===== config.mk =====
export PLATFORM = sky130hd
export DESIGN_NAME = radio_locator_beacon_sequencer_top
export DESIGN_NICKNAME = d
export VERILOG_FILES = /design/src/design/rlbs_pkg.sv /design/src/design/radio_locator_beacon_sequencer_top.sv /design/src/design/rlbs_payload.sv /design/src/design/rlbs_fsm.sv
export SDC_FILE = /design/constraint.sdc
export NUM_CORES = 1
export LEC_CHECK = 0
export BUFFER_PORTS_ARGS = -buffer_cell sky130_fd_sc_hd__buf_2
export CORE_AREA = 10 10 220 222
export CTS_CLUSTER_SIZE = 20
export DETAILED_ROUTE_END_ITERATION = 10
export DIE_AREA = 0 0 230 232
export HOLD_SLACK_MARGIN = 0.05
export SLEW_MARGIN = 20
export SYNTH_ARGS = -nofsm -noshare
export SYNTH_HDL_FRONTEND = slang
export SYNTH_SLANG_ARGS = --single-unit

===== constraint.sdc =====
create_clock -name clk_i -period 5.55 [get_ports clk_i]
set_input_delay 0.2775 -clock clk_i [delete_from_list [all_inputs] [get_ports clk_i]]
set_output_delay 0.2775 -clock clk_i [all_outputs]
set_load 0.01 [all_outputs]

===== src/design/rlbs_pkg.sv =====
// ----------------------------------------------------------------------------
// rlbs_pkg
// Types and codes shared by the radio locator beacon sequencer modules.
// ----------------------------------------------------------------------------
package rlbs_pkg;

  // sequencer phases
  localparam logic [2:0] PH_INIT     = 3'd0;
  localparam logic [2:0] PH_SLEEP    = 3'd1;
  localparam logic [2:0] PH_RECEIVE  = 3'd2;
  localparam logic [2:0] PH_TRANSMIT = 3'd3;
  localparam logic [2:0] PH_WAITTX   = 3'd4;

  // radio commands
  typedef enum logic [2:0] {
    CMD_NONE   = 3'd0,
    CMD_SETUP  = 3'd1,
    CMD_LISTEN = 3'd2,
    CMD_SLEEP  = 3'd3,
    CMD_TX     = 3'd4
  } radio_cmd_e;

  // configuration register indexes
  localparam logic [2:0] REG_SLEEP_MS        = 3'd0;
  localparam logic [2:0] REG_SHORT_LISTEN_MS = 3'd1;
  localparam logic [2:0] REG_LONG_LISTEN_MS  = 3'd2;
  localparam logic [2:0] REG_TX_TIMEOUT_MS   = 3'd3;

  localparam logic [15:0] SLEEP_MS_RST        = 16'd55000;
  localparam logic [15:0] SHORT_LISTEN_MS_RST = 16'd5000;
  localparam logic [15:0] LONG_LISTEN_MS_RST  = 16'd60000;
  localparam logic [15:0] TX_TIMEOUT_MS_RST   = 16'd400;

  // fix-age thresholds, in units of 1024 ms
  localparam logic [21:0] AGE_TH6 = 22'd3515;
  localparam logic [21:0] AGE_TH5 = 22'd585;
  localparam logic [21:0] AGE_TH4 = 22'd59;
  localparam logic [21:0] AGE_TH3 = 22'd10;
  localparam logic [21:0] AGE_TH2 = 22'd1;

  localparam logic [3:0] MAX_NIBBLE = 4'hF;

  typedef struct packed {
    logic [31:0]        now_ms;
    logic               rx_done;
    logic               crc_error;
    logic               tx_done;
    logic [7:0]         rx_rssi;
    logic [7:0]         rx_power_request;
    logic               gps_fix_valid;
    logic [15:0]        gps_dop;
    logic [31:0]        last_fix_ms;
    logic signed [31:0] fix_lat;
    logic signed [31:0] fix_lon;
  } in_item_t;

  typedef struct packed {
    logic [2:0]  radio_command;
    logic [3:0]  tx_power;
    logic [47:0] tx_payload;
    logic [2:0]  phase;
  } out_item_t;

  typedef struct packed {
    logic [15:0] sleep_ms;
    logic [15:0] short_listen_ms;
    logic [15:0] long_listen_ms;
    logic [15:0] tx_timeout_ms;
  } cfg_t;

endpackage


===== src/design/radio_locator_beacon_sequencer_top.sv =====
// ----------------------------------------------------------------------------
// radio_locator_beacon_sequencer_top
// Poll-driven radio locator sequencer: one radio command per poll.
// ----------------------------------------------------------------------------
// Each accepted poll is captured in an input register, evaluated by the phase
// logic and payload packer combinationally, and its result lands in an output
// register; the phase state updates at that same edge. A new poll is taken
// every cycle while the output side keeps up; the single output register sets
// the throughput of one poll per cycle. Configuration writes are applied at
// once and should only be made while no poll is in flight.
module radio_locator_beacon_sequencer_top (
  input  logic                clk_i,
  input  logic                rst_ni,
  input  logic                in_valid_i,
  output logic                in_stall_o,
  input  rlbs_pkg::in_item_t  in_data_i,
  output logic                out_valid_o,
  input  logic                out_stall_i,
  output rlbs_pkg::out_item_t out_data_o,
  input  logic                cfg_we_i,
  input  logic [2:0]          cfg_index_i,
  input  logic [15:0]         cfg_wdata_i
);
  import rlbs_pkg::*;

  logic      in_valid_q;
  in_item_t  in_data_q;
  logic      out_valid_q;
  out_item_t out_data_q;
  cfg_t      cfg_q;
  out_item_t res;
  logic      advance;

  assign advance    = in_valid_q && (!out_valid_q || !out_stall_i);
  assign in_stall_o = in_valid_q && !advance;

  always_ff @(posedge clk_i or negedge rst_ni) begin
    if (!rst_ni) begin
      in_valid_q <= 1'b0;
    end else if (!in_stall_o) begin
      in_valid_q <= in_valid_i;
    end
  end

  always_ff @(posedge clk_i) begin
    if (in_valid_i && !in_stall_o) begin
      in_data_q <= in_data_i;
    end
  end

  rlbs_fsm u_fsm (
    .clk_i  (clk_i),
    .rst_ni (rst_ni),
    .en_i   (advance),
    .item_i (in_data_q),
    .cfg_i  (cfg_q),
    .res_o  (res)
  );

  always_ff @(posedge clk_i or negedge rst_ni) begin
    if (!rst_ni) begin
      out_valid_q <= 1'b0;
    end else if (advance) begin
      out_valid_q <= 1'b1;
    end else if (!out_stall_i) begin
      out_valid_q <= 1'b0;
    end
  end

  always_ff @(posedge clk_i) begin
    if (advance) begin
      out_data_q <= res;
    end
  end

  always_ff @(posedge clk_i or negedge rst_ni) begin
    if (!rst_ni) begin
      cfg_q.sleep_ms        <= SLEEP_MS_RST;
      cfg_q.short_listen_ms <= SHORT_LISTEN_MS_RST;
      cfg_q.long_listen_ms  <= LONG_LISTEN_MS_RST;
      cfg_q.tx_timeout_ms   <= TX_TIMEOUT_MS_RST;
    end else if (cfg_we_i) begin
      unique case (cfg_index_i)
        REG_SLEEP_MS:        cfg_q.sleep_ms        <= cfg_wdata_i;
        REG_SHORT_LISTEN_MS: cfg_q.short_listen_ms <= cfg_wdata_i;
        REG_LONG_LISTEN_MS:  cfg_q.long_listen_ms  <= cfg_wdata_i;
        REG_TX_TIMEOUT_MS:   cfg_q.tx_timeout_ms   <= cfg_wdata_i;
        default: ;
      endcase
    end
  end

  assign out_valid_o = out_valid_q;
  assign out_data_o  = out_data_q;

`ifndef SYNTHESIS
  // power and payload only ride with a transmit command
  assert property (@(posedge clk_i) disable iff (!rst_ni)
    out_valid_o && (out_data_o.radio_command != CMD_TX) |->
      (out_data_o.tx_power == 4'd0) && (out_data_o.tx_payload == 48'd0))
    else $error("payload or power outside transmit");

  // a transmit always moves on to waiting for transmit done
  assert property (@(posedge clk_i) disable iff (!rst_ni)
    out_valid_o && (out_data_o.radio_command == CMD_TX) |->
      (out_data_o.phase == PH_WAITTX))
    else $error("transmit without wait phase");

  // setup is only ever followed by sleep
  assert property (@(posedge clk_i) disable iff (!rst_ni)
    out_valid_o && (out_data_o.radio_command == CMD_SETUP) |->
      (out_data_o.phase == PH_SLEEP))
    else $error("setup without sleep phase");

  // input stage only stalls when it holds a poll that cannot move
  assert property (@(posedge clk_i) disable iff (!rst_ni)
    in_stall_o |-> in_valid_q && out_valid_q && out_stall_i)
    else $error("input stall without backpressure");
`endif

endmodule


===== src/design/rlbs_payload.sv =====
// ----------------------------------------------------------------------------
// rlbs_payload
// Builds the six-byte locator payload: flag/DOP/age byte, RSSI, coordinate.
// ----------------------------------------------------------------------------
module rlbs_payload (
  input  rlbs_pkg::in_item_t item_i,
  input  logic               lat_turn_i,
  input  logic [7:0]         rssi_i,
  output logic [47:0]        payload_o
);
  import rlbs_pkg::*;

  logic [8:0]  dop_shr;
  logic [3:0]  dop_code;
  logic [31:0] age_ms;
  logic [21:0] age;
  logic [2:0]  age_code;
  logic [7:0]  byte0;
  logic [31:0] coord;

  always_comb begin
    dop_shr  = item_i.gps_dop[15:7];
    dop_code = (dop_shr > 9'(MAX_NIBBLE)) ? MAX_NIBBLE : dop_shr[3:0];
    age_ms   = item_i.now_ms - item_i.last_fix_ms;
    age      = age_ms[31:10];

    if (item_i.last_fix_ms == 32'd0) begin
      age_code = 3'd0;
    end else if (age > AGE_TH6) begin
      age_code = 3'd6;
    end else if (age > AGE_TH5) begin
      age_code = 3'd5;
    end else if (age > AGE_TH4) begin
      age_code = 3'd4;
    end else if (age > AGE_TH3) begin
      age_code = 3'd3;
    end else if (age > AGE_TH2) begin
      age_code = 3'd2;
    end else begin
      age_code = 3'd1;
    end

    if (item_i.gps_fix_valid) begin
      byte0 = {lat_turn_i, dop_code, age_code};
      coord = lat_turn_i ? item_i.fix_lat : item_i.fix_lon;
    end else begin
      // no fix: the first byte holds only the lat/lon flag and the coordinate is zero
      byte0 = {lat_turn_i, 7'd0};
      coord = 32'd0;
    end

    payload_o = {byte0, rssi_i, coord};
  end

endmodule


===== src/design/rlbs_fsm.sv =====
// ----------------------------------------------------------------------------
// rlbs_fsm
// Five-phase radio sequencer with deadline timing and saved link data.
// ----------------------------------------------------------------------------
module rlbs_fsm (
  input  logic                clk_i,
  input  logic                rst_ni,
  input  logic                en_i,
  input  rlbs_pkg::in_item_t  item_i,
  input  rlbs_pkg::cfg_t      cfg_i,
  output rlbs_pkg::out_item_t res_o
);
  import rlbs_pkg::*;

  logic [2:0]  phase_q, phase_d;
  logic [31:0] deadline_q, deadline_d;
  logic        lat_turn_q, lat_turn_d;
  logic [7:0]  rssi_q, rssi_d;
  logic [7:0]  power_q, power_d;

  logic [31:0] diff;
  logic        passed;
  logic [47:0] built;
  radio_cmd_e  cmd;
  logic [3:0]  pwr;
  logic [47:0] payload;

  rlbs_payload u_payload (
    .item_i     (item_i),
    .lat_turn_i (~lat_turn_q),
    .rssi_i     (rssi_q),
    .payload_o  (built)
  );

  // wrap-safe deadline test
  assign diff   = item_i.now_ms - deadline_q;
  assign passed = (diff != 32'd0) && !diff[31];

  always_comb begin
    phase_d    = phase_q;
    deadline_d = deadline_q;
    lat_turn_d = lat_turn_q;
    rssi_d     = rssi_q;
    power_d    = power_q;
    cmd        = CMD_NONE;
    pwr        = 4'd0;
    payload    = 48'd0;

    unique case (phase_q)
      PH_SLEEP: begin
        if (passed) begin
          cmd        = CMD_LISTEN;
          phase_d    = PH_RECEIVE;
          deadline_d = item_i.now_ms + 32'(cfg_i.short_listen_ms);
        end
      end
      PH_RECEIVE: begin
        if (item_i.rx_done) begin
          if (item_i.crc_error) begin
            cmd = CMD_LISTEN;
          end else begin
            rssi_d  = item_i.rx_rssi;
            power_d = item_i.rx_power_request;
            cmd     = CMD_SLEEP;
            phase_d = PH_TRANSMIT;
          end
        end else if (passed) begin
          cmd        = CMD_SLEEP;
          phase_d    = PH_SLEEP;
          deadline_d = item_i.now_ms + 32'(cfg_i.sleep_ms);
        end
      end
      PH_TRANSMIT: begin
        lat_turn_d = ~lat_turn_q;
        payload    = built;
        pwr        = (power_q > 8'(MAX_NIBBLE)) ? MAX_NIBBLE : power_q[3:0];
        cmd        = CMD_TX;
        deadline_d = item_i.now_ms + 32'(cfg_i.tx_timeout_ms);
        phase_d    = PH_WAITTX;
      end
      PH_WAITTX: begin
        if (item_i.tx_done) begin
          cmd        = CMD_LISTEN;
          phase_d    = PH_RECEIVE;
          deadline_d = item_i.now_ms + 32'(cfg_i.long_listen_ms);
        end else if (passed) begin
          cmd        = CMD_SLEEP;
          phase_d    = PH_SLEEP;
          deadline_d = item_i.now_ms + 32'(cfg_i.sleep_ms);
        end
      end
      default: begin
        // init and unused codes
        cmd        = CMD_SETUP;
        phase_d    = PH_SLEEP;
        deadline_d = item_i.now_ms + 32'(cfg_i.sleep_ms);
      end
    endcase

    res_o.radio_command = cmd;
    res_o.tx_power      = pwr;
    res_o.tx_payload    = payload;
    res_o.phase         = phase_d;
  end

  always_ff @(posedge clk_i or negedge rst_ni) begin
    if (!rst_ni) begin
      phase_q    <= PH_INIT;
      deadline_q <= 32'd0;
      lat_turn_q <= 1'b0;
      rssi_q     <= 8'd0;
      power_q    <= 8'd0;
    end else if (en_i) begin
      phase_q    <= phase_d;
      deadline_q <= deadline_d;
      lat_turn_q <= lat_turn_d;
      rssi_q     <= rssi_d;
      power_q    <= power_d;
    end
  end

endmodule

# After elaboration in Yosys (flattened, before gate mapping)
# Cells that the tools add are included.
[word_totals] ff_bits=340 out_inout_bits=60
[classes] add_sub_neg=6 n_lt_le_gt_ge=7 n_eq_ne=10 muxes=27 bitwise_logic=4 n_reduce_logical=23
[ops] cell="32-bit 2-to-1 mux" n=5
[ops] cell="32-bit by 16-bit adder with 32-bit output" n=4
[ops] cell="32-bit one-hot mux with 4 select lines" n=1
[ops] cell="32-bit subtractor" n=2
[ops] cell="32-bit logical NOT" n=1
[ops] cell="32-bit nonzero test" n=1
[ops] cell="3-bit 2-to-1 mux" n=10
[ops] cell="3-bit one-hot mux with 4 select lines" n=2
[ops] cell="22-bit by 1-bit greater-than comparator with 1-bit output (second input constant)" n=1
[ops] cell="22-bit by 10-bit greater-than comparator with 1-bit output (second input constant)" n=1
[ops] cell="22-bit by 12-bit greater-than comparator with 1-bit output (second input constant)" n=1
[ops] cell="22-bit by 4-bit greater-than comparator with 1-bit output (second input constant)" n=1
[ops] cell="22-bit by 6-bit greater-than comparator with 1-bit output (second input constant)" n=1
[ops] cell="3-bit by 2-bit == test with 1-bit output (second input constant)" n=4
[ops] cell="2-bit AND reduction" n=6
[ops] cell="9-bit by 4-bit greater-than comparator with 1-bit output (second input constant)" n=1
[ops] cell="8-bit by 4-bit greater-than comparator with 1-bit output (second input constant)" n=1
[ops] cell="2-bit 2-to-1 mux" n=4
[ops] cell="4-bit 2-to-1 mux" n=2
[ops] cell="3-bit by 1-bit == test with 1-bit output (second input constant)" n=2
[ops] cell="1-bit logical NOT" n=5
[ops] cell="1-bit logical AND" n=4
[ops] cell="2-bit by 1-bit inequality test with 1-bit output (second input constant)" n=2
[ops] cell="1-bit NOT" n=4
[ops] cell="9 further kinds" n=11

# Longest topological paths before layout
# Gate-level depths: netlist of run 1.
[depth] word_depth=7 depth_mapped=20 mapped_depth_nobuf=17

# Hierarchy
# From an unflattened synthesis of run 1, not the netlist that was laid out.
[unflattened] cells_unflattened=1911 hier_area_um2=20515.9
[modules_own_cells] module="radio_locator_beacon_sequencer_top" instances=1 cells_per_inst=368 area_each_um2=9230.1 seq_area_each_um2=8348.0
[modules_own_cells] module="rlbs_fsm" instances=1 cells_per_inst=1106 area_each_um2=8326.7 seq_area_each_um2=1301.2
[modules_own_cells] module="rlbs_payload" instances=1 cells_per_inst=437 area_each_um2=2959.1 seq_area_each_um2=0.0

# Worst setup path before layout of run 1
# Ideal clock, no wire load.
[synth_path] kind="register to register" start="register out_valid_q (netlist: out_valid_o)" end="register in_data_q[0] in the netlist's numbering (enable)" setup_time_ps=536 arrival_ps=4134 required_time_ps=5014 path_slack_ps=880 path_stages_with_launch=3 period_less_slack_ps=4670 cell_sequence="dfrtp_1 > nand3_1 > and2_1"
[synth_via] elab_chain_cells=7
[synth_rtl] element="from (decl)" line="radio_locator_beacon_sequencer_top.sv:28" text="logic out_valid_q;"
[synth_rtl] element="from (signal assigned)" line="radio_locator_beacon_sequencer_top.sv:62" text="out_valid_q <= 1'b0;"
[synth_rtl] element="from (signal assigned)" line="radio_locator_beacon_sequencer_top.sv:64" text="out_valid_q <= 1'b1;"
[synth_rtl] element="from (signal assigned)" line="radio_locator_beacon_sequencer_top.sv:66" text="out_valid_q <= 1'b0;"
[synth_rtl] element="1-bit logical NOT" line="radio_locator_beacon_sequencer_top.sv:34" text="assign advance = in_valid_q && (!out_valid_q || !out_stall_i);"
[synth_rtl] element="1-bit logical OR" line="radio_locator_beacon_sequencer_top.sv:34"
[synth_rtl] element="1-bit logical AND" line="radio_locator_beacon_sequencer_top.sv:34"
[synth_rtl] element="1-bit logical NOT" line="radio_locator_beacon_sequencer_top.sv:35" text="assign in_stall_o = in_valid_q && !advance;"
[synth_rtl] element="1-bit logical AND" line="radio_locator_beacon_sequencer_top.sv:35"
[synth_rtl] element="1-bit logical NOT" line="radio_locator_beacon_sequencer_top.sv:46" text="if (in_valid_i && !in_stall_o) begin"
[synth_rtl] element="1-bit logical AND" line="radio_locator_beacon_sequencer_top.sv:46"
[synth_rtl] element="to (signal assigned)" line="radio_locator_beacon_sequencer_top.sv:47" text="in_data_q <= in_data_i;"
[synth_rtl] element="to (decl)" line="radio_locator_beacon_sequencer_top.sv:27" text="in_item_t in_data_q;"
# No other way between the ends.
# A chain may end at the register's enable or synchronous reset.

# Worst setup path in the final report of run 1
[layout_path] start="register in_data_q[133] in the netlist's numbering" end="register u_fsm.deadline_q[16]"
[layout_via] elab_chain_cells=6 word_cells_on_any_way=15 cone_classes="add/sub (5); eq/ne (1); mux (5); reduce/logical (4)"
[layout_rtl] element="32-bit subtractor" line="rlbs_fsm.sv:36" text="assign diff = item_i.now_ms - deadline_q;"
[layout_rtl] element="32-bit nonzero test or 1-bit logical NOT (tied branches)" line="rlbs_fsm.sv:37" text="assign passed = (diff != 32'd0) && !diff[31];"
[layout_rtl] element="1-bit logical AND" line="rlbs_fsm.sv:37"
[layout_rtl] element="32-bit 2-to-1 mux" line="rlbs_fsm.sv:67, rlbs_fsm.sv:86"
[layout_rtl] element="32-bit 2-to-1 mux, on equally long branches" line="rlbs_fsm.sv:82, rlbs_fsm.sv:58"
[layout_rtl] element="32-bit one-hot mux with 4 select lines" line="rlbs_fsm.sv:49" text="unique case (phase_q)"
[layout_rtl] element="to (signal assigned)" line="rlbs_fsm.sv:115" text="deadline_q <= deadline_d;"
[layout_rtl] element="to (decl)" line="rlbs_fsm.sv:16" text="logic [31:0] deadline_q, deadline_d;"
# Several ways; a longest one is shown, not always the timed one. The select of a mux whose other input is x is not followed.

==> results of run 1 <==
area by class of cell:
class	count	area, um2	share of cell area
Multi-Input combinational cell	1306	9494	0.3878
Sequential cell	333	9440	0.3856
Timing Repair Buffer	450	3224	0.1317
Clock buffer	52	1012	0.04134
Tap cell	592	740.7	0.03025
Inverter	109	409.1	0.01671
Clock inverter	15	150.1	0.006132
Antenna cell	5	12.51	0.0005110
metrics by stage:
step / worst slack [ns] / instances / hold slack [ns] / power, mW / cell area (um2)
3_5_place_dp: 0.5478 / 2613 / 0.4213 / 8.080 / 21530
4_1_cts: 0.5394 / 2856 / 0.08475 / 10.62 / 24460
5_1_grt: 0.2110 / 2862 / 0.09772 / 11.27 / 24480
3_3_place_gp: 0.5928 / 2613 / 0.4180 / 8.014 / 21530
2_1_floorplan: 0.8804 / 1814 / -0.01809 / 6.700 / 19560
6_report: 0.4798 / 2862 / 0.1066 / 10.65 / 24480
power groups by stage:
stage	registers, mW	clock network (mW)	logic, mW
final	3.40	2.41	4.84
after global routing	3.44	2.55	5.28
after CTS	3.40	2.45	4.77
after detailed placement	3.44	0	4.64
after global placement	3.43	0	4.58
after floorplan	3.36	0	3.34
kinds of logic after synthesis:
group           count (synthesis)  synth area share
compound gates                491            0.1704
simple gates                  472            0.1201
flops                         333            0.4826
buf+inv                       175           0.03448
mux                           142           0.07920
fa+ha+maj                     113           0.07382
xor+xnor                       88           0.03941
final timing paths:
kind	from	to	slack [ns]	cells after the start
setup reg to reg	in_data_q[133]	u_fsm.deadline_q[16]	0.48	14
hold reg to reg	in_data_q[127]	u_fsm.rssi_q[6]	0.48	1
min in group asynchronous	rst_ni	cfg_q[2]	0.42	2
hold / removal	cfg_wdata_i[15]	cfg_q[63]	0.11	2
setup / recovery	in_data_q[133]	u_fsm.deadline_q[16]	0.48	14
max in group asynchronous	rst_ni	cfg_q[13]	3.85	3
repair_timing:
| item | in CTS | in global routing |
|---|---|---|
| gates resized for setup | 0 | 0 |
| hold buffers | 176 | 0 |
| hold endpoints to repair | 264 | 0 |
state kept, by name (all words and copies together) (netlist names):
name and cells:
in_data_q 157, cfg_q 64, out_data_o 58, u_fsm.deadline_q 32, u_fsm.power_q 8, u_fsm.rssi_q 8, u_fsm.phase_q 3, in_valid_q 1
out_valid_o 1, u_fsm.lat_turn_q 1
placed cells by master (no fill, tap or decap), types with 92 or more instances in the layout:
| cell | netlist | layout |
|---|---|---|
| sky130_fd_sc_hd__dlygate4sd3_1 | 0 | 176 |
| sky130_fd_sc_hd__inv_1 | 109 | 108 |
| sky130_fd_sc_hd__edfxtp_1 | 215 | 215 |
| sky130_fd_sc_hd__a21oi_1 | 128 | 128 |
| sky130_fd_sc_hd__buf_2 | 5 | 239 |
| sky130_fd_sc_hd__nand2_1 | 98 | 98 |
| sky130_fd_sc_hd__dfrtp_1 | 94 | 93 |
| sky130_fd_sc_hd__nor2_1 | 143 | 142 |
| sky130_fd_sc_hd__ha_1 | 109 | 109 |
| sky130_fd_sc_hd__o21ai_0 | 92 | 92 |
| sky130_fd_sc_hd__mux2_2 | 102 | 102 |
layer usage:
metal | GRT usage | up-vias | wire [um] | share of wire
li1 | - | 7695 | - | -
met1 | 0.2896 | 7931 | 26040 | 0.42
met2 | 0.3795 | 599 | 29200 | 0.47
met3 | 0.05228 | 103 | 5009 | 0.081
met4 | 0.07112 | 0 | 1562 | 0.025
met5 | 0 | - | 0 | 0
==> metrics, run 1 <==
Clk pin slew, worst setup/hold paths=0.06 ns; cell type with the largest total area after synthesis=sky130_fd_sc_hd__edfxtp_1; biggest area contributors in the synthesized netlist=sky130_fd_sc_hd__edfxtp_1, sky130_fd_sc_hd__dfrtp_1, sky130_fd_sc_hd__ha_1; net count after synthesis=2115; CP dominant cell by count=sky130_fd_sc_hd__a32o_1; final cycle utilization of the critical path=0.9135; classification of the worst-slack hold path=primary input to register; clock latency of the later-clocked register in the worst-skew pair=0.55 ns; Netlist cell types=86; Power per Cell Area=435.1 nW/um2; number of antenna violations at the first check in global routing=5; setup clock skew after layout=roughly 0.018 ns; Final Slew Violations=0; mean area per synthesized cell=10.78 um2; max-cap check violation count=0; final routed wire length divided by cell count=about 22 um; Async S/R FF share, synth=0.3544; maximum number of pins on one net before global-route repair=66; clock period minus worst slack=5.070 ns; die width=230 um; Clock H-tree levels=2; final-layout setup total negative slack=0 ns; outcome=completed; most frequently used flop master after synthesis=sky130_fd_sc_hd__edfxtp_1; effective utilization at floorplan=0.4452; first-pass GRT wire length=95.82 mm; cell chosen for the clock root=sky130_fd_sc_hd__clkbuf_16; HPWL after DPL=44.95 mm; TritonCTS clock tree=yes; synthesized cell area=slightly below 20000 um2; Switching Power=approximately 4.2 mW; Final nets=roughly 2500; nature of the critical path endpoint=register; relative slew slack=0.2458; number of setup violations in the final report=0; All-Layer GR Usage=0.2279; count of nets left with antenna violations after detail routing=0; worst supply voltage drop on vdd=0.3270 mV; number of input and output port buffers inserted=240; area share of the largest cell type after synthesis=0.3301; endpoints failing hold=0; total of flip-flops plus latches after synthesis=333; Final Util=0.5573; area added between synthesis and finish=25.18%; average vias per placed instance=5.705; most frequent cells after synthesis=sky130_fd_sc_hd__edfxtp_1, sky130_fd_sc_hd__nor2_1, sky130_fd_sc_hd__a21oi_1; Critical Path Source Type=register; Power Internal=6.463 mW; share of total power consumed by net switching=0.3933; sequential share of the synthesized area=0.4826; Cell Rows=77; Synth Instances=about 1800; max frequency=197.2 MHz; die area=53360 um2; highest fanout seen on the critical path=11; share of power burned in combinational logic=0.454; category of cells accounting for the largest share of critical-path delay=compound AO/OA/AOI/OAI gates; RSZ-0062 raised after global routing=no; number of filler instances in the final layout=3792; category of the most critical setup path=register to register; detailed router's first-iteration violation count=1415; cell with the largest stage delay on the worst path=sky130_fd_sc_hd__edfxtp_1; Largest stage delay, worst path=0.62 ns; aggregate global routing overflow=0; sequential share of power=0.319; Worst-Margin Slew=1.123 ns; number of clock sinks=333; TritonRoute pass-1 iters=5; Vert. Die Dim=232 um; EDFF count, synth=about 220; buffers inserted during post-CTS setup optimization=0; Worst EP required=5.99 ns; critical-path cell list=inv_1, fa_1, nor2b_1, o31ai_1, a32o_1, mux2_2, a2111oi_4, o2111ai_1, or4_4, nor3_4, o31ai_2, buf_4, a221o_1, a32o_1; count of vias placed by the detailed router=16330; total DRC errors in the routed layout=0; clock group share of total power=0.226; buffering stage count on the worst path with inverters included=2; number of global-route vias before repair=~17000; top-level I/O count=248; fraction of layout cells with a size suffix above 1=0.2163; total detailed-routing wirelength=61.81 mm; Crit path arrival time=approximately 5.5 ns; largest buffer count on any clock path=3; routability congestion estimate=0.9181; most repeated cell in the gate-level netlist after synthesis=sky130_fd_sc_hd__edfxtp_1; number of warnings printed during yosys synthesis=0; leakage component of the power=10.39 nW; Core Region=~44000 um2; total clock buffers created by CTS=37
(Power assumes the default switching activity.)
==> inputs of run 2 (changes only) <==
--- a/config.mk
+++ b/config.mk
@@ -7,6 +7,7 @@
 export LEC_CHECK = 0
 export BUFFER_PORTS_ARGS = -buffer_cell sky130_fd_sc_hd__buf_2
 export CORE_AREA = 10 10 220 222
+export CTS_BUF_LIST = sky130_fd_sc_hd__clkbuf_4 sky130_fd_sc_hd__clkbuf_8
 export CTS_CLUSTER_SIZE = 20
 export DETAILED_ROUTE_END_ITERATION = 10
 export DIE_AREA = 0 0 230 232
==> constraint.sdc (replaced) <==
create_clock -name clk_i -period 5.6 [get_ports clk_i]
set_input_delay 0.28 -clock clk_i [delete_from_list [all_inputs] [get_ports clk_i]]
set_output_delay 0.28 -clock clk_i [all_outputs]
set_load 0.01 [all_outputs]
==> metrics, run 2 (same netlist as run 1, synthesis figures left out) <==
flip-flop count of the largest register after layout=157; clock period minus worst slack=between 5 and 6 ns; total DRC errors in the routed layout=0; HPWL after DPL=44.61 mm; Critical Path Source Type=register; critical-path cell list=inv_1, fa_1, nor2b_1, o31ai_1, a32o_1, mux2_2, a2111oi_4, o2111ai_1, or4_4, nor3_4, o31ai_2, buf_4, a222oi_1, o2bb2ai_1; cell chosen for the clock root=sky130_fd_sc_hd__clkbuf_8; Switching Power=4.146 mW; Crit path arrival time=5.56 ns; relative slew slack=0.2356; routability congestion estimate=0.8930; number of setup violations in the final report=0; buffers inserted during post-CTS setup optimization=0; worst setup slack after placement=0.6104 ns; commonest non-fill, non-tap cells in the layout=sky130_fd_sc_hd__buf_2, sky130_fd_sc_hd__edfxtp_1, sky130_fd_sc_hd__dlygate4sd3_1, sky130_fd_sc_hd__nor2_1, sky130_fd_sc_hd__a21oi_1; first-pass GRT wire length=95.55 mm; post-detailed-placement cell area=21520 um2; Core Region=43930 um2; category of the most critical setup path=register to register; maximum number of pins on one net before global-route repair=~130; final cycle utilization of the critical path=0.8999; total detailed-routing wirelength=roughly 62 mm; number of filler instances in the final layout=~3800; Clock H-tree levels=2; Largest stage delay, worst path=0.61 ns; nature of the critical path endpoint=register; count of nets left with antenna violations after detail routing=0; highest fanout seen on the critical path=11; most common cell after layout, fill and taps aside=sky130_fd_sc_hd__buf_2; Power per Cell Area=around 430 nW/um2; average vias per placed instance=5.648; Final nets=2554; count of vias placed by the detailed router=16350; Power Internal=6.482 mW; area added between synthesis and finish=25.77%; max frequency=198.4 MHz; number of global-route vias before repair=16670; # placed instances=2609; destination of the worst register-to-register timing path=u_fsm.deadline_q[20]; Pwr Total=10.63 mW; Final Util=0.5599; Cell Rows=77; number of clock sinks=around 330; Finished Layout Cells=a little under 3000; aggregate global routing overflow=0; max-cap check violation count=0; sequential share of power=0.324; worst-case hold slack=~0.27 ns; Reg-to-Reg Start=in_data_q[133]; top-level I/O count=248; cell with the largest stage delay on the worst path=sky130_fd_sc_hd__edfxtp_1; die width=230 um; leakage component of the power=about 10 nW; outcome=completed; TritonCTS clock tree=yes; Clk pin slew, worst setup/hold paths=approximately 0.060 ns; share of total power consumed by net switching=0.3901; detailed router's first-iteration violation count=around 1500; Final Slew Violations=0; final instance area=24600 um2; total clock buffers created by CTS=56; post-route worst setup slack=0.5608 ns; register-to-register setup slack=0.56 ns; clock latency of the later-clocked register in the worst-skew pair=0.67 ns; fraction of layout cells with a size suffix above 1=0.2293; RSZ-0062 raised after global routing=no; classification of the worst-slack hold path=primary input to async pin; setup clock skew after layout=0.02856 ns; clock group share of total power=0.235; largest buffer count on any clock path=3; share of power burned in combinational logic=0.442; register ranked first by flip-flop count=in_data_q; number of antenna violations at the first check in global routing=4; number of input and output port buffers inserted=240; Vert. Die Dim=232 um; endpoints failing hold=0; final-layout setup total negative slack=0 ns; worst supply voltage drop on vdd=0.2956 mV; worst reg-to-reg path cell count=14; Worst-Margin Slew=approximately 1.1 ns; die area=about 53000 um2; effective utilization at floorplan=0.4452; TritonRoute pass-1 iters=7; final routed wire length divided by cell count=21.36 um; Worst EP required=6.12 ns; All-Layer GR Usage=0.2269
==> run 2: area by class of cell <==
cell class / count / area [um2] / share of cell area
clock inverter: 19 / 262.8 / 0.01068
timing repair buffer: 447 / 3217 / 0.1308
antenna: 4 / 10.01 / 0.0004069
tap: 592 / 740.7 / 0.03011
inverter: 109 / 409.1 / 0.01663
sequential: 333 / 9440 / 0.3838
multi-input combinational: 1306 / 9494 / 0.3860
clock buffer: 84 / 1025 / 0.04166
==> run 2: timing repair <==
item | CTS | global route
setup endpoints to repair | 0 | 0
hold buffers | 177 | 0
gates resized for setup | 0 | 0
endpoints found under the hold margin | 266 | 0
==> run 2: worst max-delay path: cells and delay by family (launching register included) <==
kind,cells,cell delay [ns]
compound gates,7,1.66
mux,1,0.28
buf+inv,2,0.48
simple gates,3,1.38
flops,1,0.61
fa+ha+maj,1,0.49
==> run 2: per-layer routing <==
| metal | part of all wire | wire length, um | vias to the layer above | global-route usage |
|---|---|---|---|---|
| met3 | 0.081 | 4990 | 77 | 0.05888 |
| met5 | 0 | 0 | - | 0 |
| li1 | - | - | 7739 | - |
| met1 | 0.42 | 26100 | 7929 | 0.2869 |
| met4 | 0.020 | 1243 | 0 | 0.05961 |
| met2 | 0.48 | 29500 | 600 | 0.3794 |
==> run 2: how the worst max path moves through the flow <==
stage / slack [ns] / from / cells past startpoint / end
3_3_place_gp: 0.64 / in_data_q[133] / 14 / u_fsm.deadline_q[22]
5_1_grt: 0.35 / in_data_q[133] / 13 / out_data_o[1]
3_5_place_dp: 0.61 / in_data_q[133] / 14 / u_fsm.deadline_q[17]
6_report: 0.56 / in_data_q[133] / 14 / u_fsm.deadline_q[20]
2_1_floorplan: 0.93 / out_valid_o / 2 / in_data_q[0]
4_1_cts: 0.60 / in_data_q[133] / 14 / u_fsm.deadline_q[1]
==> run 2: power by group through the flow <==
| stage | Sequential [mW] | Clock [mW] | Combinational [mW] |
|---|---|---|---|
| finish | 3.44 | 2.49 | 4.70 |
| global route | 3.48 | 2.65 | 5.14 |
| CTS | 3.44 | 2.55 | 4.64 |
| detailed placement | 3.48 | 0 | 4.51 |
| global placement | 3.47 | 0 | 4.46 |
| floorplan | 3.33 | 0 | 3.31 |
==> inputs of run 3 (changes only) <==
--- a/config.mk
+++ b/config.mk
@@ -6,12 +6,13 @@
 export NUM_CORES = 1
 export LEC_CHECK = 0
 export BUFFER_PORTS_ARGS = -buffer_cell sky130_fd_sc_hd__buf_2
-export CORE_AREA = 10 10 220 222
+export CORE_AREA = 10 10 233 235
 export CTS_BUF_LIST = sky130_fd_sc_hd__clkbuf_4 sky130_fd_sc_hd__clkbuf_8
 export CTS_CLUSTER_SIZE = 20
 export DETAILED_ROUTE_END_ITERATION = 10
-export DIE_AREA = 0 0 230 232
+export DIE_AREA = 0 0 243 245
 export HOLD_SLACK_MARGIN = 0.05
+export REMOVE_ABC_BUFFERS = 1
 export SLEW_MARGIN = 20
 export SYNTH_ARGS = -nofsm -noshare
 export SYNTH_HDL_FRONTEND = slang
==> constraint.sdc (replaced) <==
create_clock -name clk_i -period 6.32 [get_ports clk_i]
set_input_delay 0.316 -clock clk_i [delete_from_list [all_inputs] [get_ports clk_i]]
set_output_delay 0.316 -clock clk_i [all_outputs]
set_load 0.01 [all_outputs]
==> metrics, run 3 (same netlist as run 1, synthesis figures left out) <==
relative slew slack=0.2754; clock latency of the later-clocked register in the worst-skew pair=roughly 0.7 ns; fraction of layout cells with a size suffix above 1=0.2290; Crit path arrival time=5.74 ns; CP dominant cell by count=sky130_fd_sc_hd__buf_4; die area=59540 um2; register ranked first by flip-flop count=in_data_q; routability congestion estimate=0.9096; number of clock sinks=333; nature of the critical path endpoint=register; buffers inserted during post-CTS setup optimization=0; highest fanout seen on the critical path=18; flip-flop count of the largest register after layout=157; max frequency=193.7 MHz; average vias per placed instance=5.519; Final Slew Violations=0; largest buffer count on any clock path=3; Core Region=about 50000 um2; final cycle utilization of the critical path=0.8168; All-Layer GR Usage=0.2050; total clock buffers created by CTS=57; outcome=completed; aggregate global routing overflow=0; post-detailed-placement cell area=21570 um2; final instance area=24640 um2; area added between synthesis and finish=26.00%; Worst-Margin Slew=1.087 ns; Clk pin slew, worst setup/hold paths=0.07 ns; worst supply voltage drop on vdd=slightly below 0.2 mV; commonest non-fill, non-tap cells in the layout=sky130_fd_sc_hd__buf_2, sky130_fd_sc_hd__edfxtp_1, sky130_fd_sc_hd__dlygate4sd3_1, sky130_fd_sc_hd__nor2_1, sky130_fd_sc_hd__a21oi_1; # hold bufs at CTS=177; number of setup violations in the final report=0; Largest stage delay, worst path=approximately 0.7 ns; number of resized instances in the post-cts repair step=0; Power per Cell Area=380.3 nW/um2; count of vias placed by the detailed router=16430; RSZ-0062 raised after global routing=no; TritonCTS clock tree=yes; category of cells accounting for the largest share of critical-path delay=compound AO/OA/AOI/OAI gates; first-pass GRT wire length=97.69 mm; most common cell after layout, fill and taps aside=sky130_fd_sc_hd__buf_2; maximum number of pins on one net before global-route repair=68; Pwr Total=9.373 mW; die width=243 um; top-level I/O count=248; Final nets=2549; setup clock skew after layout=0.05196 ns; classification of the worst-slack hold path=primary input to async pin; category of the most critical setup path=register to register; leakage component of the power=10.45 nW; Worst EP required=around 6.9 ns; critical-path cell list=inv_1, fa_1, nor2b_1, o31ai_1, a32o_1, mux2_2, a2111oi_4, o2111ai_1, or4_4, nor3_4, buf_4, nor2_1, buf_4, o21ai_4, a22o_1; final routed wire length divided by cell count=21.08 um; HPWL after DPL=44.47 mm; Cell Rows=82; endpoints failing hold=0; total detailed-routing wirelength=around 63 mm; detailed router's first-iteration violation count=between 1000 and 1500; number of input and output port buffers inserted=240; count of nets left with antenna violations after detail routing=0; Clock H-tree levels=2; Vert. Die Dim=245 um; total DRC errors in the routed layout=0; max-cap check violation count=0; number of global-route vias before repair=around 17000; clock period minus worst slack=5.162 ns; number of antenna violations at the first check in global routing=8; TritonRoute pass-1 iters=6; final-layout setup total negative slack=0 ns; Critical Path Source Type=register; effective utilization at floorplan=0.3939; cell with the largest stage delay on the worst path=sky130_fd_sc_hd__edfxtp_1; buffering stage count on the worst path with inverters included=3; cell chosen for the clock root=sky130_fd_sc_hd__clkbuf_8
[run 3: area by class of cell]
cell class,instances,area [um2]
diodes,7,17.52
clock buffers,74,918.4
clock inverters,34,350.3
fillers,4540,25010
inverters,109,409.1
multi-input cells,1306,9508
flip-flops and latches,333,9440
well taps,672,840.8
repair buffers,441,3159
[run 3: metal layers]
metal  vias to the layer above  wire length (um)  global-route usage
met2                       623             29870              0.3471
li1                       7739                 -                   -
met5                         -                13                   0
met1                      7960             26790              0.2560
met3                       101              4615             0.04952
met4                         2              1459             0.05936
[run 3: final timing paths]
kind | startpoint | to | slack [ns] | cells past startpoint
max | in_data_q[133] | u_fsm.deadline_q[19] | 1.16 | 15
min | rst_ni | cfg_q[1] | 0.25 | 2
max reg2reg | in_data_q[133] | u_fsm.deadline_q[19] | 1.16 | 15
min reg2reg | in_data_q[125] | u_fsm.rssi_q[4] | 0.47 | 1
max in group asynchronous | rst_ni | cfg_q[28] | 4.68 | 3
min in group clk_i | cfg_index_i[0] | cfg_q[23] | 0.33 | 4
[run 3: where the power goes]
| group | total (mW) | internal [mW] | switching (mW) |
|---|---|---|---|
| registers | 3.06 | 2.75 | 0.314 |
| clock network | 2.19 | 1.22 | 0.975 |
| logic | 4.12 | 1.69 | 2.43 |
| total | 9.37 | 5.65 | 3.72 |
[run 3: through the flow]
stage	hold WS, ns	instances	util	worst slack (ns)
2_1_floorplan	0.02041	1748	-	1.409
3_3_place_gp	0.4301	2683	0.4343	1.314
3_5_place_dp	0.4366	2683	0.4345	1.304
4_1_cts	0.2514	2968	0.4957	1.206
5_1_grt	0.2994	2976	0.4963	0.8993
6_report	0.2476	2976	0.4963	1.158
